==> src/hw/rtl/cls_pkg.sv <==
// Shared types and character codes for the command line argument splitter.
`default_nettype none

package cls_pkg;

    localparam logic [7:0] CH_BACKSLASH = 8'h5C;
    localparam logic [7:0] CH_QUOTE     = 8'h22;
    localparam logic [7:0] CH_SPACE     = 8'h20;
    localparam logic [7:0] CH_NUL       = 8'h00;

    localparam logic [1:0] KIND_BYTE     = 2'd0;
    localparam logic [1:0] KIND_END_ARG  = 2'd1;
    localparam logic [1:0] KIND_END_LINE = 2'd2;

    localparam int unsigned MAX_RES = 3;

    typedef struct packed {
        logic [1:0] kind;
        logic [7:0] out_byte;
    } t_res;

    typedef struct packed {
        logic [1:0]           cnt;
        t_res [MAX_RES-1:0]   ent;
    } t_group;

    function automatic t_res mk_res(input logic [1:0] kind, input logic [7:0] out_byte);
        t_res r;
        r.kind     = kind;
        r.out_byte = out_byte;
        return r;
    endfunction

endpackage

`default_nettype wire

==> src/hw/rtl/command_line_arg_splitter.sv <==
// Top level of the command line argument splitter.
//
// Input channel: i_valid / o_ready carry one request per byte of a command
// line (i_char_byte), or a line end (i_end_of_line, byte ignored). A zero
// byte also ends the line.
// Output channel: o_valid / i_ready carry results: o_kind 0 = argument byte
// (o_out_byte), 1 = end of argument, 2 = end of line; o_last marks the final
// result of a request.
// A request passes the input register, then the result register, before its
// first result is offered; it waits in the input register while the result
// register cannot load. Throughput: one request per cycle while each yields
// at most one result and i_ready is high; a request yielding several results
// holds the input until all but its last result are taken, as the result
// register drains one result a cycle while i_ready is high.
// Reset clears the quote, escape and argument flags and empties both
// registers. When the receiver stalls the pending results hold and the input
// register keeps at most one further request before o_ready drops.
`default_nettype none

module command_line_arg_splitter (
    input  wire logic        i_clk,
    input  wire logic        i_rst_n,
    input  wire logic        i_valid,
    output logic             o_ready,
    input  wire logic [7:0]  i_char_byte,
    input  wire logic        i_end_of_line,
    output logic             o_valid,
    input  wire logic        i_ready,
    output logic [1:0]       o_kind,
    output logic [7:0]       o_out_byte,
    output logic             o_last
);
    import cls_pkg::*;

    logic       r_in_valid;
    logic [7:0] r_byte;
    logic       r_eol;
    logic       can_load;
    logic       adv;
    t_group     grp;

    assign adv     = r_in_valid && can_load;
    assign o_ready = !r_in_valid || can_load;

    always_ff @(posedge i_clk) begin
        if (!i_rst_n) begin
            r_in_valid <= 1'b0;
        end else if (o_ready) begin
            r_in_valid <= i_valid;
        end
    end

    always_ff @(posedge i_clk) begin
        if (o_ready && i_valid) begin
            r_byte <= i_char_byte;
            r_eol  <= i_end_of_line;
        end
    end

    cls_decode u_decode (
        .i_clk   (i_clk),
        .i_rst_n (i_rst_n),
        .i_adv   (adv),
        .i_byte  (r_byte),
        .i_eol   (r_eol),
        .o_grp   (grp)
    );

    cls_obuf u_obuf (
        .i_clk      (i_clk),
        .i_rst_n    (i_rst_n),
        .i_load     (adv),
        .i_grp      (grp),
        .o_can_load (can_load),
        .o_valid    (o_valid),
        .i_ready    (i_ready),
        .o_kind     (o_kind),
        .o_out_byte (o_out_byte),
        .o_last     (o_last)
    );

endmodule

`default_nettype wire

==> src/hw/rtl/cls_decode.sv <==
// Tokeniser state flags and the per-byte decode into a group of results.
`default_nettype none

module cls_decode (
    input  wire logic            i_clk,
    input  wire logic            i_rst_n,
    input  wire logic            i_adv,
    input  wire logic [7:0]      i_byte,
    input  wire logic            i_eol,
    output cls_pkg::t_group      o_grp
);
    import cls_pkg::*;

    logic r_started, r_in_quote, r_esc, r_nonempty;
    logic n_started, n_in_quote, n_esc, n_nonempty;
    t_group g;

    always_comb begin
        n_started  = r_started;
        n_in_quote = r_in_quote;
        n_esc      = r_esc;
        n_nonempty = r_nonempty;
        g          = '0;
        if (i_eol || i_byte == CH_NUL) begin
            if (r_esc) begin
                g.ent[0] = mk_res(KIND_BYTE, CH_BACKSLASH);
                g.ent[1] = mk_res(KIND_END_ARG, CH_NUL);
                g.ent[2] = mk_res(KIND_END_LINE, CH_NUL);
                g.cnt    = 2'd3;
            end else if (r_nonempty) begin
                g.ent[0] = mk_res(KIND_END_ARG, CH_NUL);
                g.ent[1] = mk_res(KIND_END_LINE, CH_NUL);
                g.cnt    = 2'd2;
            end else begin
                g.ent[0] = mk_res(KIND_END_LINE, CH_NUL);
                g.cnt    = 2'd1;
            end
            n_started  = 1'b0;
            n_in_quote = 1'b0;
            n_esc      = 1'b0;
            n_nonempty = 1'b0;
        end else if (r_esc) begin
            n_esc      = 1'b0;
            n_nonempty = 1'b1;
            if (i_byte inside {CH_SPACE, CH_BACKSLASH, CH_QUOTE}) begin
                g.ent[0] = mk_res(KIND_BYTE, i_byte);
                g.cnt    = 2'd1;
            end else begin
                n_started = 1'b1;
                g.ent[0]  = mk_res(KIND_BYTE, CH_BACKSLASH);
                g.ent[1]  = mk_res(KIND_BYTE, i_byte);
                g.cnt     = 2'd2;
            end
        end else if (!r_started && i_byte == CH_SPACE) begin
            n_started = 1'b0;
        end else begin
            n_started = 1'b1;
            case (i_byte)
                CH_BACKSLASH: begin
                    n_esc = 1'b1;
                end
                CH_QUOTE: begin
                    n_in_quote = !r_in_quote;
                    if (r_in_quote || r_nonempty) begin
                        g.ent[0]   = mk_res(KIND_END_ARG, CH_NUL);
                        g.cnt      = 2'd1;
                        n_started  = 1'b0;
                        n_nonempty = 1'b0;
                    end
                end
                CH_SPACE: begin
                    if (r_in_quote) begin
                        g.ent[0]   = mk_res(KIND_BYTE, CH_SPACE);
                        g.cnt      = 2'd1;
                        n_nonempty = 1'b1;
                    end else begin
                        g.ent[0]   = mk_res(KIND_END_ARG, CH_NUL);
                        g.cnt      = 2'd1;
                        n_started  = 1'b0;
                        n_nonempty = 1'b0;
                    end
                end
                default: begin
                    g.ent[0]   = mk_res(KIND_BYTE, i_byte);
                    g.cnt      = 2'd1;
                    n_nonempty = 1'b1;
                end
            endcase
        end
    end

    always_ff @(posedge i_clk) begin
        if (!i_rst_n) begin
            r_started  <= 1'b0;
            r_in_quote <= 1'b0;
            r_esc      <= 1'b0;
            r_nonempty <= 1'b0;
        end else if (i_adv) begin
            r_started  <= n_started;
            r_in_quote <= n_in_quote;
            r_esc      <= n_esc;
            r_nonempty <= n_nonempty;
        end
    end

    assign o_grp = g;

    a_esc_started: assert property (@(posedge i_clk) disable iff (!i_rst_n)
        r_esc |-> r_started)
        else $error("escape pending without a started argument");

    a_eol_result: assert property (@(posedge i_clk) disable iff (!i_rst_n)
        (i_adv && i_eol) |-> (g.cnt != 2'd0 && g.ent[g.cnt - 2'd1].kind == KIND_END_LINE))
        else $error("line end request without a closing line mark");

    a_eol_clears: assert property (@(posedge i_clk) disable iff (!i_rst_n)
        (i_adv && i_eol) |=> (!r_started && !r_in_quote && !r_esc && !r_nonempty))
        else $error("state not cleared after line end");

endmodule

`default_nettype wire

==> src/hw/rtl/cls_obuf.sv <==
// Result register for one group of results, drained one per cycle on i_ready.
`default_nettype none

module cls_obuf (
    input  wire logic            i_clk,
    input  wire logic            i_rst_n,
    input  wire logic            i_load,
    input  wire cls_pkg::t_group i_grp,
    output logic                 o_can_load,
    output logic                 o_valid,
    input  wire logic            i_ready,
    output logic [1:0]           o_kind,
    output logic [7:0]           o_out_byte,
    output logic                 o_last
);
    import cls_pkg::*;

    logic [1:0]         r_cnt;
    t_res [MAX_RES-1:0] r_ent;
    logic               take;

    assign take       = (r_cnt != 2'd0) && i_ready;
    assign o_can_load = (r_cnt == 2'd0) || (r_cnt == 2'd1 && i_ready);

    always_ff @(posedge i_clk) begin
        if (!i_rst_n) begin
            r_cnt <= 2'd0;
        end else if (i_load) begin
            r_cnt <= i_grp.cnt;
        end else if (take) begin
            r_cnt <= r_cnt - 2'd1;
        end
    end

    always_ff @(posedge i_clk) begin
        if (i_load) begin
            r_ent <= i_grp.ent;
        end else if (take) begin
            r_ent <= {mk_res(KIND_BYTE, CH_NUL), r_ent[MAX_RES-1:1]};
        end
    end

    assign o_valid    = (r_cnt != 2'd0);
    assign o_kind     = r_ent[0].kind;
    assign o_out_byte = r_ent[0].out_byte;
    assign o_last     = (r_cnt == 2'd1);

    a_no_overwrite: assert property (@(posedge i_clk) disable iff (!i_rst_n)
        (i_load && r_cnt != 2'd0) |-> (r_cnt == 2'd1 && i_ready))
        else $error("group loaded over undelivered results");

    a_drain_step: assert property (@(posedge i_clk) disable iff (!i_rst_n)
        (take && !i_load && r_cnt != 2'd1) |=> (r_cnt == $past(r_cnt) - 2'd1))
        else $error("result count did not step down");

    a_hold_stall: assert property (@(posedge i_clk) disable iff (!i_rst_n)
        (o_valid && !i_ready) |=> (r_cnt == $past(r_cnt) && $stable(r_ent)))
        else $error("stalled results changed");

endmodule

`default_nettype wire

==> config.mk <==
export PLATFORM = sky130hd
export DESIGN_NAME = command_line_arg_splitter
export DESIGN_NICKNAME = d
export VERILOG_FILES = /design/src/hw/rtl/cls_pkg.sv /design/src/hw/rtl/command_line_arg_splitter.sv /design/src/hw/rtl/cls_decode.sv /design/src/hw/rtl/cls_obuf.sv
export SDC_FILE = /design/constraint.sdc
export NUM_CORES = 1
export LEC_CHECK = 0
export ABC_AREA = 1
export BUFFER_PORTS_ARGS = -buffer_cell sky130_fd_sc_hd__buf_2
export CAP_MARGIN = 10
export CORE_UTILIZATION = 40
export CTS_CLUSTER_DIAMETER = 50
export CTS_CLUSTER_SIZE = 24
export DETAILED_ROUTE_END_ITERATION = 16
export PLACE_DENSITY = 0.68
export SKIP_CTS_REPAIR_TIMING = 1
export SLEW_MARGIN = 20
export SYNTH_ARGS = -nofsm -noshare
export SYNTH_HDL_FRONTEND = slang
export SYNTH_SLANG_ARGS = --single-unit
==> constraint.sdc <==
create_clock -name i_clk -period 2 [get_ports i_clk]
set_input_delay 0.2 -clock i_clk [delete_from_list [all_inputs] [get_ports i_clk]]
set_output_delay 0.2 -clock i_clk [all_outputs]
set_load 0.02 [all_outputs]
* Yosys cells after proc, flatten, opt, wreduce, memory -nomap -nowiden
Cells that the tools add are included.
** Cells by class
- $add $sub $neg :: 1
- Equal/unequal tests :: 10
- Multiplexer cells :: 46
- Reduce and logical (&&, ||, !) cells :: 21
** Operators by type and width (count)
- 2-to-1 mux 10 bit :: 6
- 2-to-1 mux 30 bit :: 2
- 2-to-1 mux 20 bit :: 2
- case mux 10 bit (3 select lines) :: 1
- 2-to-1 mux 8 bit :: 3
- 2-to-1 mux 1 bit :: 19
- 2-to-1 mux 9 bit :: 2
- equality test 8 x 6 -> 1 bit (second input constant) :: 2
- 2-to-1 mux 2 bit :: 8
- equality test 8 x 7 -> 1 bit (second input constant) :: 1
- zero test 8 bit :: 1
- AND reduction 4 bit :: 2
- inequality test 3 x 1 -> 1 bit (second input constant) :: 2
- nonzero test 2 bit :: 3
- logical AND 1 bit :: 5
- logical OR 1 bit :: 4
- inequality test 4 x 2 -> 1 bit (second input constant) :: 1
- case mux 2 bit (2 select lines) :: 1
- zero test 1 bit :: 3
- inequality test 3 bit (second input constant) :: 1
- case mux 1 bit (3 select lines) :: 1
- nonzero test 3 bit :: 1
- equality test 2 x 1 -> 1 bit (second input constant) :: 1
- zero test 2 bit :: 1
- other kinds (5) :: 5
** Storage, ports and cells
- Bits in registers :: 46
- Bits of input ports :: 13
- Output and inout port bits :: 13
- Word-level logic and storage cells :: 92

* Longest topological paths before layout
Gate-level depths: netlist of the first run.
- Word-level depth :: 7
- Mapped depth :: 11
- Mapped depth without buffers :: 11

* Cells and area by module
From an unflattened synthesis of the first run, not the netlist that was laid out.
** Second synthesis, totals
- Cell total of the unflattened synthesis :: 306
- Area, all modules :: 2625.0 um2
** Modules (own cells, without submodules)
- cls_obuf :: times used 1, cells an instance 153, area an instance 1503.9 um2, sequential area each 940.9 um2
- cls_decode :: times used 1, cells an instance 135, area an instance 792.0 um2, sequential area each 80.1 um2
- command_line_arg_splitter :: times used 1, cells an instance 18, area an instance 329.1 um2, sequential area each 290.3 um2

* Worst setup path before layout of the first run
No wires, ideal clock.
- Path kind :: reg-to-reg
- Start point :: register u_obuf.r_cnt[1]
- End point :: register r_byte[0], enable pin
- Setup time :: 0.278 ns
- Arrival time :: 1.371 ns
- Data required time :: 1.722 ns
- Slack :: 0.351 ns
- Stages on the path, launching flop included :: 7
- Buffers on the path :: 0
- Clock period less this slack :: 1.649 ns
- Cell sequence :: dfxtp_1 inv_1 ha_1 a21oi_1 nand2_1 nand2_1 inv_1
** On the way
- Longest elaborated chain between the ends :: 5
- Elaborated cells on any way between the ends :: 6
- Those cells by class :: eq/ne: 1; reduce/logical: 5
** Ends and longest elaborated chain
- start: declaration :: RTL line cls_obuf.sv:18 : logic [1:0] r_cnt;
- start signal: assignment :: RTL line cls_obuf.sv:29 : r_cnt <= i_grp.cnt;
- start signal: assignment :: RTL line cls_obuf.sv:31 : r_cnt <= r_cnt - 2'd1;
- equality test 2 x 1 -> 1 bit
- named net o_last :: RTL line command_line_arg_splitter.sv:31 : output logic o_last
- logical AND 1 bit :: RTL line cls_obuf.sv:23 : assign o_can_load = (r_cnt == 2'd0) || (r_cnt == 2'd1 && i_ready);
- logical OR 1 bit :: RTL line cls_obuf.sv:23
- logical OR 1 bit :: RTL line command_line_arg_splitter.sv:43 : assign o_ready = !r_in_valid || can_load;
- named net o_ready :: RTL line command_line_arg_splitter.sv:24 : output logic o_ready,
- logical AND 1 bit :: RTL line command_line_arg_splitter.sv:54 : if (o_ready && i_valid) begin
- end signal: assignment :: RTL line command_line_arg_splitter.sv:55 : r_byte <= i_char_byte;
- end: declaration :: RTL line command_line_arg_splitter.sv:36 : logic [7:0] r_byte;
The timed path passes the listed nets, and every way through them passes these cells.
A chain may end at the register's enable or synchronous reset.

* Worst setup path after layout of the first run
- Start point :: register u_obuf.r_cnt[0]
- End point :: register u_obuf.r_ent (netlist bit u_obuf.o_kind[0]) (data pin)
** On the way
- Longest elaborated chain between the ends :: 5
- Elaborated cells on any way between the ends :: 6
- Those cells by class :: eq/ne: 1; mux: 1; reduce/logical: 4
** Ends and longest elaborated chain
- equality test 2 x 1 -> 1 bit :: RTL line cls_obuf.sv:23
- logical AND 1 bit :: RTL line cls_obuf.sv:23
- logical OR 1 bit (*) :: RTL line cls_obuf.sv:23
- logical AND 1 bit (*) :: RTL line command_line_arg_splitter.sv:42 : assign adv = r_in_valid && can_load;
- 2-to-1 mux 30 bit (*) :: RTL line cls_obuf.sv:36 : if (i_load) begin
- end signal: assignment :: RTL line cls_obuf.sv:37 : r_ent <= i_grp.ent;
- end signal: assignment :: RTL line cls_obuf.sv:39 : r_ent <= {mk_res(KIND_BYTE, CH_NUL), r_ent[MAX_RES-1:1]};
- end: declaration :: RTL line cls_obuf.sv:19 : t_res [MAX_RES-1:0] r_ent;
Every way passes the cells marked *; elsewhere a longest branch is shown, timed or not.

==> results of run 1 <==
-- power groups by stage --
stage               logic, mW  registers (mW)  clock network [mW]
global route             1.09            1.27               0.936
detailed placement      0.979            1.27                   0
finish                  0.976            1.25               0.894
CTS                     0.984            1.25               0.900
global placement        0.959            1.26                   0
floorplan               0.850            1.25                   0
-- layer usage --
| layer | GRT usage | wire length, µm |
|---|---|---|
| met1 | 0.201 | 1710 |
| met5 | 0 | 0 |
| met3 | 0.0417 | 168 |
| met4 | 0.0719 | 73 |
| met2 | 0.244 | 1690 |
-- critical path, cell delays in order, from the launching register on --
cell and delay, ns:
dfxtp_1 0.37, inv_1 0.07, ha_1 0.23, a21oi_1 0.28, nor2_4 0.11, inv_1 0.34
nand2_1 0.11, o21ai_2 0.10, a21o_1 0.11
-- kinds of logic (layout without fill, tap and decap cells) --
group | count (synthesis) | count (layout) | synth area share
and+or+nand+nor | 131 | 131 | 0.313
DFF | 36 | 36 | 0.515
AOI/OAI and AO/OA | 18 | 18 | 0.0541
buffers and inverters | 44 | 67 | 0.105
adders and majority gates | 2 | 2 | 0.0127
-- area by class of cell --
class | count | area share
clock inverter | 3 | 0.0398
multi-input combinational | 151 | 0.330
sequential | 36 | 0.446
inverter | 31 | 0.0514
tap | 67 | 0.0370
clock buffer | 5 | 0.0304
timing repair buffer | 28 | 0.0652
-- flip-flops by register name (all words and copies together), names as in the netlist --
signal and count:
u_obuf.r_ent 10, r_byte 8, u_obuf.o_out_byte 8, u_obuf.o_kind 2, u_obuf.r_cnt 2, r_eol 1
r_in_valid 1, u_decode.r_esc 1, u_decode.r_in_quote 1, u_decode.r_nonempty 1, u_decode.r_started 1
-- final timing paths --
check | to | cells after the start
max | u_obuf.o_kind[0]$_DFFE_PP_ | 8
min | r_eol$_DFFE_PP_ | 1
max reg2reg | u_obuf.o_kind[0]$_DFFE_PP_ | 8
min reg2reg | u_decode.r_started$_SDFFE_PN0P_ | 2
-- layout by cell type, fill, tap and decap left out --
cell type   n
ha_1        2
nor2_1     27
nand3_1    18
a21o_1      1
nand3_2     1
nand3_4     2
o21ai_0     5
o31ai_1     2
buf_4       3
nand4_1     1
inv_1      25
bufinv_16   3
nand2_4     1
buf_2      25
a21oi_2     1
nand2_1    62
nand2_2    13
nor2_4      2
a21oi_1     7
dfxtp_1     7
nor2_2      4
clkbuf_8    5
inv_2       6
o21ai_2     1
edfxtp_1   29
a31oi_1     1
-- through the flow --
stage	hold WS, ns	instance area (µm²)	std cells	utilization	worst slack [ns]
floorplan	0.299	1960	231	-	0.351
global placement	0.377	2110	313	0.446	0.319
detailed placement	0.378	2110	313	0.446	0.201
CTS	0.0681	2260	321	0.479	0.166
global route	0.0732	2260	321	0.479	0.0234
finish	0.0700	2260	321	0.479	0.144
==> metrics.txt, run 1 <==
fin. max-slew vios=0; commonest cells in the synthesized netlist=62 x nand2_1, 29 x edfxtp_1, 27 x nor2_1; Synthesis Warnings=0; actual slew at the worst max-slew pin=just over 0.4 ns; final period utilization=0.928; Post-synth EDFFs=29; detailed placement HPWL=around 2.8 mm; synthesized cell area=approximately 2000 µm²; DR pass1 iterations=4; most frequent cell after synthesis=nand2_1; Starting DRT DRC Count=between 100 and 150; Worst EP arrival=around 2 ns; ANT nets after route=0; top cells by area, synth=edfxtp_1 44%, nand2_1 12%, dfxtp_1 7.1%; PnR Total Power=3.12 mW; flop2flop setup slack=between 0.1 and 0.15 ns; Die Area=just over 5000 µm²; All-Layer GR Usage=0.156; Max Fclk=0.539 GHz; core box area=around 4700 µm²; Via Count=approximately 1500; register area=roughly 1000 µm²; number of CTS-inserted buffers=5; row count=25; min Tclk post-route=1.86 ns; outcome=finished, final reports clean; vias per cell=about 4.7; Port Buffers=25; worst ir drop on vdd=a little over 0.6 mV; DRC violations left=0; drt wl/cell=~11 µm; Setup CP Type=reg2reg; final setup violation count=0; sequential fraction of the synthesis area=0.515; gr ovfl total=0; Clock Skew=0.0118 ns; Die X=between 70 and 80 µm; Num Clock Sinks=36; Worst setup EP type=flop; Routed WL=around 3.6 mm; CTS clk-pin slew, worst paths=roughly 0.08 ns; clock power share=0.287; top_reg_cell synth=edfxtp_1; Synth top area share=0.443; Starting Density=0.416; number of global-route vias before repair=about 1300; first-pass GRT wire length=5.97 mm; FF-to-FF Start=u_obuf.r_cnt[0]$_SDFFE_PN0P_; Slew HR=0.723; post-synthesis async set-or-reset flop share=0; nets=~270; max_cap viols=0; Fin. Hold Viols=0; root buffer cell=clkbuf_8; largest net degree at the start of global routing=21; Hold Startpoint=i_end_of_line; Leakage=roughly 1.1 nW; Int Pwr=between 2 and 2.5 mW; area of the multi-input gates=between 700 and 800 µm²; CTS tree=built; Distinct cells, synth=24; # diodes=0; antenna violations before repair=0; RSZ-0062 raised after global routing=no; post-synth top area cell=edfxtp_1; Longest Clk Path Bufs=2; Worst Setup SP=u_obuf.r_cnt[0]$_SDFFE_PN0P_; Sw Ratio=0.328; # H-tree levels=2; Setup TNS=0 ns; pwr/cell area=approximately 1400 nW/µm²; I/O pins=26; Die H=72.1 µm; CP Launch Type=flop; Critical Path RT=2.16 ns; fillcell total=roughly 440; cell count after synthesis=roughly 230; crit path max fanout=13; Avg Inst Size Synth=8.50 µm²; Yosys reg bits=36; GP Congestion=just under 0.9; insertion delay to the later sink of the worst-skew pair=around 0.30 ns; register share of total power=0.400; Hold WC Path Type=in2reg; NetSw=approximately 1.0 mW; Comb pwr share=0.313; syn_nets=between 200 and 250; Area Growth Syn to Fin=15.3%; share of cells above drive strength 1=0.264
Note: power is estimated with default switching activity, not from simulation.
==> inputs of run 2 (changes only) <==
Settings changed: GPL_TIMING_DRIVEN set to 0.
==> run 2 against run 1 <==
Total power decreased by 3.1%. Clock skew decreased by 0.0054 ns. Largest cell class unchanged. Setup slack improved by 0.098 ns. Utilization increased by 0.74 points. Critical endpoint is now u_obuf.r_cnt[1]$_SDFFE_PN0P_. Global-route usage decreased by 0.13 points. Clock-buffer cell count unchanged. Combinational power increased by 16%. Final cell count increased by 3.4%. Sequential share of layout area decreased by 0.68 points. Largest power group unchanged. Clock power decreased by 29%.
==> metrics.txt, run 2 (same netlist as run 1, synthesis figures left out) <==
outcome=finished, final reports clean; Top delay family on crit path=compound AO/OA/AOI/OAI gates; Starting Density=0.416; DRC violations left=0; Starting DRT DRC Count=between 60 and 70; CP Launch Type=flop; FF-to-FF Start=u_obuf.r_cnt[0]$_SDFFE_PN0P_; flop2flop setup slack=~0.24 ns; Critical Path RT=approximately 2.2 ns; drt wl/cell=~11 µm; DR pass1 iterations=4; Routed WL=about 3.6 mm; largest register by flop count=u_obuf.r_ent; fin cells=332; Die H=between 70 and 80 µm; GRT busiest layer=met2; Hold Startpoint=i_end_of_line; first-pass GRT wire length=approximately 5.9 mm; met3 Use GR=0.0444; row count=25; Largest register FFs=10; GP Congestion=just over 0.8; Setup TNS=0 ns; min Tclk post-route=1.76 ns; # diodes=0; Worst EP arrival=about 1.9 ns; Worst setup EP type=flop; number of global-route vias before repair=around 1400; Fin. Hold Viols=0; CTS clk-pin slew, worst paths=around 0.080 ns; Die X=slightly above 70 µm; CTS tree=built; Core Util, Final=0.487; final setup violation count=0; core box area=4720 µm²; dpl cells=323; Reg2Reg Depth=6; crit path max fanout=11; nets=around 280; share of cells above drive strength 1=0.302; Die Area=between 5000 and 6000 µm²; routing usage on met2=0.244; Area Growth Syn to Fin=17.1%; ANT nets after route=0; CP max-delay cell=clkinvlp_4; Setup CP Type=reg2reg; GR met1 Demand/Resource=0.190; number of CTS-inserted buffers=5; Via Count=between 1500 and 2000; antenna violations before repair=0; WHS Path Cells=1; RSZ-0062 raised after global routing=no; I/O pins=26; endpoint of the worst hold path=r_eol$_DFFE_PP_; worst ir drop on vdd=0.456 mV; fin. max-slew vios=0; Leakage=1.10 nW; worst setup margin=roughly 0.24 ns; Port Buffers=25; Num Clock Sinks=36; insertion delay to the later sink of the worst-skew pair=~0.29 ns; detailed placement HPWL=2.72 mm; Max Fclk=between 0.5 and 0.6 GHz; actual slew at the worst max-slew pin=approximately 0.44 ns; root buffer cell=clkbuf_8; CP cell instances=inv_1 > ha_1 > o21ai_2 > clkinvlp_4 > o21ai_0 > a31oi_1; Longest Clk Path Bufs=2; Crit path largest cell delay=approximately 0.36 ns; fillcell total=about 470; final period utilization=0.879; pwr/cell area=about 1300 nW/µm²; All-Layer GR Usage=0.154; gr ovfl total=0; Hold WC Path Type=in2reg; max_cap viols=0; Clock Skew=approximately 0.0064 ns; worst path buffer plus inverter count=2; commonest non-fill, non-tap cell in the layout=nand2_1; reg2reg end=u_obuf.r_cnt[1]$_SDFFE_PN0P_; largest net degree at the start of global routing=23; vias per cell=around 4.5; commonest non-fill, non-tap cells in the layout=62 x nand2_1, 29 x edfxtp_1, 28 x buf_2, 27 x nor2_1, 24 x inv_1; Slew HR=0.705; DP Worst Slack=0.129 ns; # H-tree levels=2
==> run 2: cell types whose count changed in the layout (fill, tap and decap cells not counted) <==
| cell | previous run | this run |
|---|---|---|
| buf_2 | 25 | 28 |
| buf_4 | 3 | 10 |
| bufinv_16 | 3 | 1 |
| clkinv_2 | 0 | 1 |
| clkinvlp_4 | 0 | 3 |
| inv_1 | 25 | 24 |
| o21ai_0 | 5 | 4 |
| o21ai_2 | 1 | 2 |
==> run 2: worst register-to-register path, cell delays in order (launching register included) <==
cell and delay, ns:
dfxtp_1 0.35, inv_1 0.07, ha_1 0.24, o21ai_2 0.34
clkinvlp_4 0.36, o21ai_0 0.23, a31oi_1 0.06
==> run 2: layout make-up <==
type,count,area [µm²],area share
Buffer,13,90.1,0.0392
Clock buffer,5,68.8,0.0299
Clock inverter,3,42.5,0.0185
Inverter,31,120,0.0522
Multi-Input combinational cell,151,751,0.326
Sequential cell,36,1010,0.440
Tap cell,67,83.8,0.0365
Timing Repair Buffer,25,125,0.0544
Timing Repair inverter,1,7.51,0.00326
==> run 2: worst max-delay path by stage <==
stage                                            start                      endpoint  slack, ns  depth (start not counted)
after floorplan           u_obuf.r_cnt[1]$_SDFFE_PN0P_           r_byte[0]$_DFFE_PP_       0.35                          6
after global placement    u_obuf.r_cnt[0]$_SDFFE_PN0P_  u_obuf.r_cnt[1]$_SDFFE_PN0P_       0.17                          7
after detailed placement  u_obuf.r_cnt[0]$_SDFFE_PN0P_  u_obuf.r_cnt[1]$_SDFFE_PN0P_       0.13                          7
after CTS                 u_obuf.r_cnt[0]$_SDFFE_PN0P_  u_obuf.r_cnt[1]$_SDFFE_PN0P_       0.11                          7
after global routing      u_obuf.r_cnt[0]$_SDFFE_PN0P_  u_obuf.r_cnt[0]$_SDFFE_PN0P_       0.06                          6
final                     u_obuf.r_cnt[0]$_SDFFE_PN0P_  u_obuf.r_cnt[1]$_SDFFE_PN0P_       0.24                          6
==> run 2: power breakdown <==
group / switching (mW) / total (mW) / internal [mW]
combinational: 0.716 / 1.13 / 0.418
clock: 0.267 / 0.636 / 0.369
sequential: 0.0854 / 1.25 / 1.17
total: 1.07 / 3.02 / 1.95
==> run 2: routing by layer <==
layer / wire length (µm) / vias up / part of all wire
met1: 1720 / 671 / 0.48
met3: 115 / 9 / 0.032
met2: 1650 / 30 / 0.46
li1: - / 795 / -
met4: 94 / 0 / 0.026
met5: 0 / - / 0
==> run 2: metrics by stage <==
stage                     cell area (µm²)  power, mW  hold WS (ns)
after floorplan                      1960       2.10         0.299
after global placement               2170       2.35         0.376
after detailed placement             2170       2.37         0.378
after CTS                            2280       3.00        0.0724
after global routing                 2300       3.23        0.0699
final                                2300       3.02        0.0801
